`config.mk`:
```
export PLATFORM = sky130hd
export DESIGN_NAME = sio_command_frame_sync
export DESIGN_NICKNAME = d
export VERILOG_FILES = /design/src/scfs_pkg.sv /design/src/scfs_cell.sv /design/src/scfs_active_map.sv /design/src/sio_command_frame_sync.sv
export SDC_FILE = /design/constraint.sdc
export NUM_CORES = 1
export LEC_CHECK = 0
export ABC_AREA = 1
export BUFFER_PORTS_ARGS = -buffer_cell sky130_fd_sc_hd__buf_4
export CAP_MARGIN = 20
export CORE_AREA = 3 3 263 161
export CTS_CLUSTER_SIZE = 40
export DETAILED_ROUTE_END_ITERATION = 8
export DIE_AREA = 0 0 266 164
export PLACE_DENSITY = 0.65
export SKIP_LAST_GASP = 1
export SLEW_MARGIN = 20
export SYNTH_ARGS = -nofsm -noshare
export SYNTH_HDL_FRONTEND = slang
export SYNTH_HIERARCHICAL = 1
export SYNTH_SLANG_ARGS = --single-unit
export TNS_END_PERCENT = 10
```
`constraint.sdc`:
```
create_clock -name i_clk -period 8.5 [get_ports i_clk]
set_input_delay 0 -clock i_clk [delete_from_list [all_inputs] [get_ports i_clk]]
set_output_delay 0 -clock i_clk [all_outputs]
set_load 0.02 [all_outputs]
```
`src/scfs_pkg.sv`:
```
// Shared types, constants and checksum helper for the command frame synchroniser.
package scfs_pkg;

    // Frame geometry
    localparam int FRAME_BYTES_DEF = 4;
    localparam int FRAME_BYTES_MIN = 2;
    localparam int FRAME_BYTES_MAX = 8;
    localparam int OUT_FIELDS      = 4;

    // Configuration port geometry: four 64-bit map words at 8-byte spacing
    localparam int MAP_WORDS = 4;
    localparam int APB_DW    = 64;
    localparam int APB_AW    = 5;

    typedef struct packed {
        logic [7:0] rx_byte;
        logic       clear_window;
    } t_req;

    typedef struct packed {
        logic [7:0] device_id;
        logic [7:0] command_code;
        logic [7:0] aux_first;
        logic [7:0] aux_second;
    } t_resp;

    // Byte add with end-around carry: a sum above 255 loses 255
    function automatic logic [7:0] f_ea_add(input logic [7:0] a, input logic [7:0] b);
        logic [8:0] s;
        s = {1'b0, a} + {1'b0, b};
        return s[8] ? (s[7:0] + 8'd1) : s[7:0];
    endfunction

endpackage

```
`src/scfs_cell.sv`:
```
// One window cell: holds a byte, shifts on request, extends the checksum chain.
module scfs_cell
    import scfs_pkg::*;
(
    input  logic       i_clk,
    input  logic       i_shift,
    input  logic [7:0] i_byte,
    input  logic [7:0] i_sum,
    output logic [7:0] o_byte,
    output logic [7:0] o_sum
);

    logic [7:0] r_byte;

    // Take the neighbour's byte on every accepted request
    always_ff @(posedge i_clk) begin
        if (i_shift) begin
            r_byte <= i_byte;
        end
    end

    // Fold the held byte into the running checksum
    assign o_sum  = f_ea_add(i_sum, r_byte);
    assign o_byte = r_byte;

endmodule

```
`src/scfs_active_map.sv`:
```
// Device activity map: APB-style register file and device id lookup.
module scfs_active_map
    import scfs_pkg::*;
(
    input  logic              i_clk,
    input  logic              i_rst_n,
    input  logic              psel,
    input  logic              penable,
    input  logic              pwrite,
    input  logic [APB_AW-1:0] paddr,
    input  logic [APB_DW-1:0] pwdata,
    output logic [APB_DW-1:0] prdata,
    output logic              pready,
    input  logic [7:0]        i_id,
    output logic              o_active
);

    logic [APB_DW-1:0] r_map [MAP_WORDS];
    logic [1:0]        w_idx;

    assign w_idx  = paddr[APB_AW-1:3];
    assign pready = 1'b1;

    // Write a map word in the access phase
    always_ff @(posedge i_clk) begin
        if (!i_rst_n) begin
            for (int k = 0; k < MAP_WORDS; k++) begin
                r_map[k] <= '0;
            end
        end else if (psel && penable && pwrite) begin
            r_map[w_idx] <= pwdata;
        end
    end

    assign prdata   = r_map[w_idx];
    assign o_active = r_map[i_id[7:6]][i_id[5:0]];

endmodule

```
`src/sio_command_frame_sync.sv`:
```
// A found frame is registered and offered at o_out_resp in the cycle after its last byte is taken.
// The input takes one byte per cycle; it stalls only while a frame waits unread in the
// output register and i_out_ready is low.
// The checksum is a ripple through FRAME_BYTES window cells, evaluated in the accept cycle.
// Reset (synchronous, i_rst_n low): window empty, map all zero, no result pending.
// No memory clearing pass: the window needs none.
module sio_command_frame_sync
    import scfs_pkg::*;
#(
    parameter int FRAME_BYTES = FRAME_BYTES_DEF
) (
    input  logic              i_clk,
    input  logic              i_rst_n,
    input  logic              i_in_valid,
    output logic              o_in_ready,
    input  t_req              i_in_req,
    output logic              o_out_valid,
    input  logic              i_out_ready,
    output t_resp             o_out_resp,
    input  logic              psel,
    input  logic              penable,
    input  logic              pwrite,
    input  logic [APB_AW-1:0] paddr,
    input  logic [APB_DW-1:0] pwdata,
    output logic [APB_DW-1:0] prdata,
    output logic              pready
);

    localparam int WIN = FRAME_BYTES + 1;
    localparam int CW  = $clog2(WIN + 1);

    logic [CW-1:0] r_held;
    logic [CW-1:0] n_held;
    logic [CW-1:0] w_base;
    logic          w_accept;
    logic          w_full;
    logic          w_active;
    logic          w_found;
    logic [7:0]    w_byte [FRAME_BYTES];
    logic [7:0]    w_next [FRAME_BYTES];
    logic [7:0]    w_sum  [FRAME_BYTES + 1];
    logic [7:0]    w_field [OUT_FIELDS];
    logic          r_out_valid;
    t_resp         r_out;

    assign w_accept   = i_in_valid && o_in_ready;
    assign o_in_ready = !r_out_valid || i_out_ready;

    // Row of cells: oldest byte in cell 0, newest in the last cell
    assign w_sum[0] = 8'd0;
    for (genvar k = 0; k < FRAME_BYTES; k++) begin : g_cell
        if (k == FRAME_BYTES - 1) begin : g_tail
            assign w_next[k] = i_in_req.rx_byte;
        end else begin : g_body
            assign w_next[k] = w_byte[k + 1];
        end
        scfs_cell u_cell (
            .i_clk  (i_clk),
            .i_shift(w_accept),
            .i_byte (w_next[k]),
            .i_sum  (w_sum[k]),
            .o_byte (w_byte[k]),
            .o_sum  (w_sum[k + 1])
        );
    end

    scfs_active_map u_map (
        .i_clk   (i_clk),
        .i_rst_n (i_rst_n),
        .psel    (psel),
        .penable (penable),
        .pwrite  (pwrite),
        .paddr   (paddr),
        .pwdata  (pwdata),
        .prdata  (prdata),
        .pready  (pready),
        .i_id    (w_byte[0]),
        .o_active(w_active)
    );

    // Count held bytes, restarting at the current byte on a clear request and saturating at a full window
    always_comb begin
        w_base = i_in_req.clear_window ? '0 : r_held;
        n_held = (w_base < CW'(WIN)) ? (w_base + CW'(1)) : CW'(WIN);
    end

    assign w_full  = (n_held == CW'(WIN));
    assign w_found = w_full && w_active && (w_sum[FRAME_BYTES] == i_in_req.rx_byte);

    // Fields beyond a short frame read as zero
    for (genvar j = 0; j < OUT_FIELDS; j++) begin : g_field
        if (j < FRAME_BYTES) begin : g_used
            assign w_field[j] = w_byte[j];
        end else begin : g_zero
            assign w_field[j] = 8'd0;
        end
    end

    // Advance the window count; drop the window on a found frame
    always_ff @(posedge i_clk) begin
        if (!i_rst_n) begin
            r_held <= '0;
        end else if (w_accept) begin
            r_held <= w_found ? '0 : n_held;
        end
    end

    // Hold the found frame until it is taken
    always_ff @(posedge i_clk) begin
        if (!i_rst_n) begin
            r_out_valid <= 1'b0;
        end else if (w_accept && w_found) begin
            r_out_valid <= 1'b1;
        end else if (i_out_ready) begin
            r_out_valid <= 1'b0;
        end
    end

    always_ff @(posedge i_clk) begin
        if (w_accept && w_found) begin
            r_out.device_id    <= w_field[0];
            r_out.command_code <= w_field[1];
            r_out.aux_first    <= w_field[2];
            r_out.aux_second   <= w_field[3];
        end
    end

    assign o_out_valid = r_out_valid;
    assign o_out_resp  = r_out;

`ifndef NO_ASSERTIONS
    a_held_bound: assert property (@(posedge i_clk) disable iff (!i_rst_n)
        r_held <= CW'(WIN))
        else $error("held count beyond window depth");

    a_found_empties: assert property (@(posedge i_clk) disable iff (!i_rst_n)
        w_accept && w_found |=> r_held == '0)
        else $error("window not emptied after found frame");

    a_clear_restarts: assert property (@(posedge i_clk) disable iff (!i_rst_n)
        w_accept && i_in_req.clear_window |=> r_held == CW'(1))
        else $error("clear request did not restart window");

    a_result_cause: assert property (@(posedge i_clk) disable iff (!i_rst_n)
        $rose(o_out_valid) |-> $past(w_accept && w_found))
        else $error("result raised without a found frame");
`endif

endmodule
```
# ---- Word level (Yosys, flattened, before mapping)
# Memory sizes are Yosys's and may differ from the RTL's. A register that Yosys moved wholly into a read port is not among the register bits.
# Cells that the tools add are included.
dict set report op_classes {
  n_reduce_logical 10
  n_eq_ne 2
  n_lt_le_gt_ge 2
  mux 18
  addsub 7
}
# cell n
set op_table {}
lappend op_table {{64-bit 2-to-1 mux} 1}
lappend op_table {{64-bit OR reduction} 1}
lappend op_table {{8-bit by 8-bit adder with 9-bit output} 3}
lappend op_table {{8-bit by 1-bit adder with 8-bit output (second input constant)} 3}
lappend op_table {{8-bit 2-to-1 mux} 3}
lappend op_table {{3-bit 2-to-1 mux} 3}
lappend op_table {{8-bit == test} 1}
lappend op_table {{1-bit 2-to-1 mux} 8}
lappend op_table {{6-bit by 7-bit < comparator with 1-bit output (second input constant)} 1}
lappend op_table {{1-bit binary-select mux with 6-bit select} 1}
lappend op_table {{1-bit logical AND} 6}
lappend op_table {{2-bit 2-to-1 mux} 2}
lappend op_table {{3-bit by 1-bit adder with 3-bit output (second input constant)} 1}
lappend op_table {{3-bit == test (second input constant)} 1}
lappend op_table {{3-bit < comparator (second input constant)} 1}
lappend op_table {{2-bit nonzero test} 1}
lappend op_table {{1-bit logical NOT} 1}
lappend op_table {{1-bit logical OR} 1}
dict set report word_totals {
  input_bits 85
  regBits 68
  ram_bits 256
  output_inout_bits 99
  wordCells 50
  mem_count 1
}
# memory depth word_bits rd rd_ports_with_merged_regs wr line_no
set memory_table {}
lappend memory_table {u_map.r_map 4 64 2 1 4 scfs_active_map.sv:18} ;# logic [APB_DW-1:0] r_map [MAP_WORDS];

# ---- Depth between registers and ports, before layout
dict set report depth {
  depth_word 13
  depth_mapped 48
  mapped_depth_nobuf 47
}

# ---- Hierarchy
# The synthesis kept the hierarchy.
# mod cells_per_inst area_each_um2 instances
set by_module_without_submodules {}
lappend by_module_without_submodules {scfs_active_map 1560 13345.3 1}
lappend by_module_without_submodules {scfs_cell 116 814.5 4}
lappend by_module_without_submodules {sio_command_frame_sync 115 1411.4 1}

# ---- Worst setup path before layout
# Ideal clock, no wire load.
dict set report synth_timing {
  path_type {register to register}
  from {register g_cell[0].u_cell.r_byte[1]}
  to {register r_out, in the netlist o_out_resp[0], enable pin}
  setup_ns 0.387
  arrival_time_ns 5.983
  required_ns 8.113
  stages_incl_launch_ff 36
  path_slack_ns 2.131
  n_path_buf 3
  cell_sequence {edfxtp_1 > fa_1 > inv_1 > o21ai_0 > fa_1 > nand2_1 > nand2_1 > nand3_1 > o211ai_2 > buf_6 > xor2_1 > ha_1 > fa_1 > nand2_1 > nand2_1 > nand3_1 > o211ai_2 > buf_6 > xor2_1 > ha_1 > fa_1 > nand2_1 > nand2_1 > nand3_1 > o211ai_2 > buf_6 > nand2_1 > xor2_1 > inv_1 > nand2_1 > nand2_1 > nor2_1 > nand2_1 > nor2_2 > nand3b_1 > inv_1}
}
# element line_no
set synth_rtl {}
lappend synth_rtl {{from (decl)} scfs_cell.sv:13} ;# logic [7:0] r_byte;
lappend synth_rtl {{from (signal assigned)} scfs_cell.sv:18} ;# r_byte <= i_byte;
lappend synth_rtl {{to (decl)} sio_command_frame_sync.sv:44} ;# t_resp r_out;

==> impl_metrics.json <==
{
  "synth_seq_area_share_pct": 53.8,
  "path_common_cell": "nand2_1",
  "clockBufferDepth": 3,
  "most-common-layout-cells": "nand2_1 (477), nor2_1 (433), edfxtp_1 (320), nand3_1 (301), buf_4 (198)",
  "p_int_mw": 3.42,
  "outcome": "complete, no violations",
  "initial_core_util_pct": 44.8,
  "cts_resized": 0,
  "ir_drop_uv": 158,
  "wl_mm": 55.7,
  "core_sq_um": 40200,
  "clk_latency_ns": 0.53,
  "cts_tree": "yes",
  "drive_gt1_share_pct": 11.4,
  "fin_crit_sh_pct": 83.3,
  "synth_top_cell_by_area": "edfxtp_1",
  "grt_overflow": 0,
  "power.share.clock_pct": 29.5,
  "finalSetupTns_ns": 0,
  "numPortBuffers": 179,
  "rsz0062_at_grt": "no",
  "grt_pass1_vias": 15500,
  "critPathMaxStageDelay_ns": 0.55,
  "ant_nets": 0,
  "min-delay-start": "i_in_req[4]",
  "sequentialPowerShare_pct": 35.7,
  "final_common_cell": "nand2_1",
  "yosys.area.top_type_share_pct": 53.3,
  "ioPinCount": 184,
  "rrSetupSlack_ns": 1.42,
  "crit_type": "reg -> reg",
  "root_buffer": "clkbuf_16",
  "synth_area_sq_um": 18000,
  "htree_num_levels": 2,
  "cap_violations": 0,
  "dr_wl_met2_mm": 25.3,
  "tightest_slew_ns": 1.14,
  "setup_viol_count_final": 0,
  "crit_required_ns": 8.67,
  "endpoint": "o_out_resp[17]$_DFFE_PP_",
  "slowest_stage": "fa_1",
  "hold_viol_final": 0,
  "r2r_start": "g_cell[0].u_cell/o_byte[1]$_DFFE_PP_",
  "die_w_um": 266,
  "nFillCells": 3629,
  "cts.sinks": 324,
  "area_growth_pct": 19.6,
  "crit_fanout": 32,
  "slew_viol_final": 0,
  "leakage_nw": 9.14,
  "clk_pin_slew_ns": 0.06,
  "antenna_found_initial": 1,
  "cp.arrival_ns": 7.25,
  "hold_path.class": "in -> reg",
  "swShare_pct": 35.7,
  "synthCells": 2139,
  "synthTopCellsByArea": "edfxtp_1 (53%), nand2_1 (10%), nor2_1 (9.0%), nand3_1 (8.4%), o21ai_0 (3.8%)",
  "wl_met1_mm": 23.4,
  "drt_iter0_markers": 2055,
  "fmax_mhz": 141,
  "p_sw_mw": 1.90,
  "fin_nets": 2458,
  "comb_power_share_pct": 34.7,
  "avgSynthCellArea_sq_um": 8.42,
  "drc": 0,
  "finish.utilization_pct": 53.5,
  "max-slew-margin-rel_pct": 23.9,
  "rows": 57,
  "dp.final_hpwl_mm": 32.0,
  "synth_cell_type_count": 29,
  "power_density_nw_per_um2": 247,
  "r2r_cells": 31,
  "cts_buffers": 34,
  "grt_use_total_pct": 25.2,
  "finalCriticalPeriod_ns": 7.08,
  "die_area_sq_um": 43600,
  "place_congestion": 0.876,
  "wl_per_cell_um": 19.3,
  "viasPerCell": 5.59,
  "die_h_um": 164,
  "grt_max_degree": 83,
  "grt_pass1_wl_mm": 85.6,
  "dr.pass1.iters": 6,
  "diodes": 0,
  "ys.warnings.count": 6,
  "wl_met3_mm": 5.48,
  "cp-start-kind": "flip-flop",
  "ys_ff_latch": 324,
  "vias": 16100,
  "crit_start": "g_cell[0].u_cell/o_byte[1]$_DFFE_PP_",
  "highest_layer": "met5",
  "skew_ns": 0.0238,
  "end_kind": "flip-flop",
  "reg2reg_to": "o_out_resp[17]$_DFFE_PP_"
}
[layout make-up]
cell class                      count  area, sq um  share of cell area (%)
Multi-Input combinational cell   1540         7180                    33.3
Tap cell                          531          664                    3.08
Clock buffer                       39          891                    4.14
Clock inverter                     20          260                    1.21
Sequential cell                   324         9690                    45.0
Timing Repair Buffer              276         2270                    10.5
Inverter                          156          589                    2.74
[power by group through the flow]
stage          Combinational [mW]  Sequential (mW)  Clock (mW)
2_1_floorplan                1.36             1.92           0
3_3_place_gp                 1.71             1.93           0
3_5_place_dp                 1.77             1.93           0
4_1_cts                      1.82             1.90        1.59
5_1_grt                      2.08             1.91        1.67
6_report                     1.85             1.90        1.57
[synthesized netlist by cell type]
| library cell | count |
|---|---|
| nand2_1 | 483 |
| nor2_1 | 433 |
| edfxtp_1 | 320 |
| nand3_1 | 301 |
| inv_1 | 152 |
| o21ai_0 | 135 |
| o22ai_1 | 64 |
| clkbuf_1 | 57 |
| buf_2 | 39 |
| ha_1 | 37 |
| xor2_1 | 21 |
| a21oi_1 | 16 |
| buf_4 | 15 |
| nand4_1 | 15 |
| buf_1 | 9 |
| buf_6 | 7 |
| nand3b_1 | 5 |
| xnor2_1 | 5 |
| dfxtp_1 | 4 |
| fa_1 | 4 |
| o211ai_2 | 4 |
| inv_2 | 3 |
| conb_1 | 2 |
| nand2_2 | 2 |
| nor2_2 | 2 |
| a31oi_1 | 1 |
| clkinv_2 | 1 |
| nor3_1 | 1 |
| o31ai_1 | 1 |
[stage by stage]
stage               std cells  setup WS (ns)  power [mW]  hold slack (ns)  area, sq um
floorplan                2147           2.13        3.28           0.0989        18000
global placement         2749           1.76        3.64            0.201        19600
detailed placement       2749           1.55        3.71            0.200        19600
CTS                      2886           1.54        5.31            0.195        21500
global route             2886          0.817        5.66            0.233        21500
finish                   2886           1.42        5.32            0.228        21500
[cell families after synthesis]
group / after synthesis / synth area share [%]
other: 2 / 0.0417
AOI/OAI and AO/OA: 221 / 6.77
buffers and inverters: 283 / 6.78
and+or+nand+nor: 1242 / 28.3
adders and majority gates: 41 / 3.01
xor gates and xnor gates: 26 / 1.26
DFF: 324 / 53.8
[worst max-delay path: cells and delay by family (launching register included)]
family	cells	cell delay, ns
AO/OA/AOI/OAI	4	1.06
XOR/XNOR	3	0.65
adder cells (fa/ha/maj)	5	2.21
buffers and inverters	4	0.63
flip-flops	1	0.41
AND/OR/NAND/NOR	15	1.71
[sequential cells by signal, summed over array words and instances (netlist names)]
| name | flops |
|---|---|
| g_cell.u_cell/o_byte | 32 |
| u_map/r_map | 256 |
| o_out_resp | 32 |
| o_out_valid | 1 |
| r_held | 3 |
[per-layer routing]
layer / track usage (%) / up-vias
met4: 8.56 / 2
met5: 0 / -
met3: 4.27 / 107
met2: 40.8 / 889
met1: 34.6 / 7579
li1: - / 7551
[worst min path at each step]
stage | depth (start not counted) | endpoint | slack (ns)
6_report | 2 | g_cell[3].u_cell/o_byte[3]$_DFFE_PP_ | 0.23
5_1_grt | 2 | g_cell[3].u_cell/o_byte[3]$_DFFE_PP_ | 0.23
4_1_cts | 2 | g_cell[3].u_cell/o_byte[3]$_DFFE_PP_ | 0.19
3_5_place_dp | 1 | g_cell[3].u_cell/o_byte[3]$_DFFE_PP_ | 0.20
3_3_place_gp | 1 | g_cell[3].u_cell/o_byte[3]$_DFFE_PP_ | 0.20
2_1_floorplan | 0 | g_cell[3].u_cell/o_byte[0]$_DFFE_PP_ | 0.1
[repair_timing]
item,in CTS,in global routing
setup buffers,0,0
setup endpoints to repair,0,0
hold buffers,78,0
hold endpoints to repair,268,0
No activity file was read; power rests on OpenSTA's default activity.
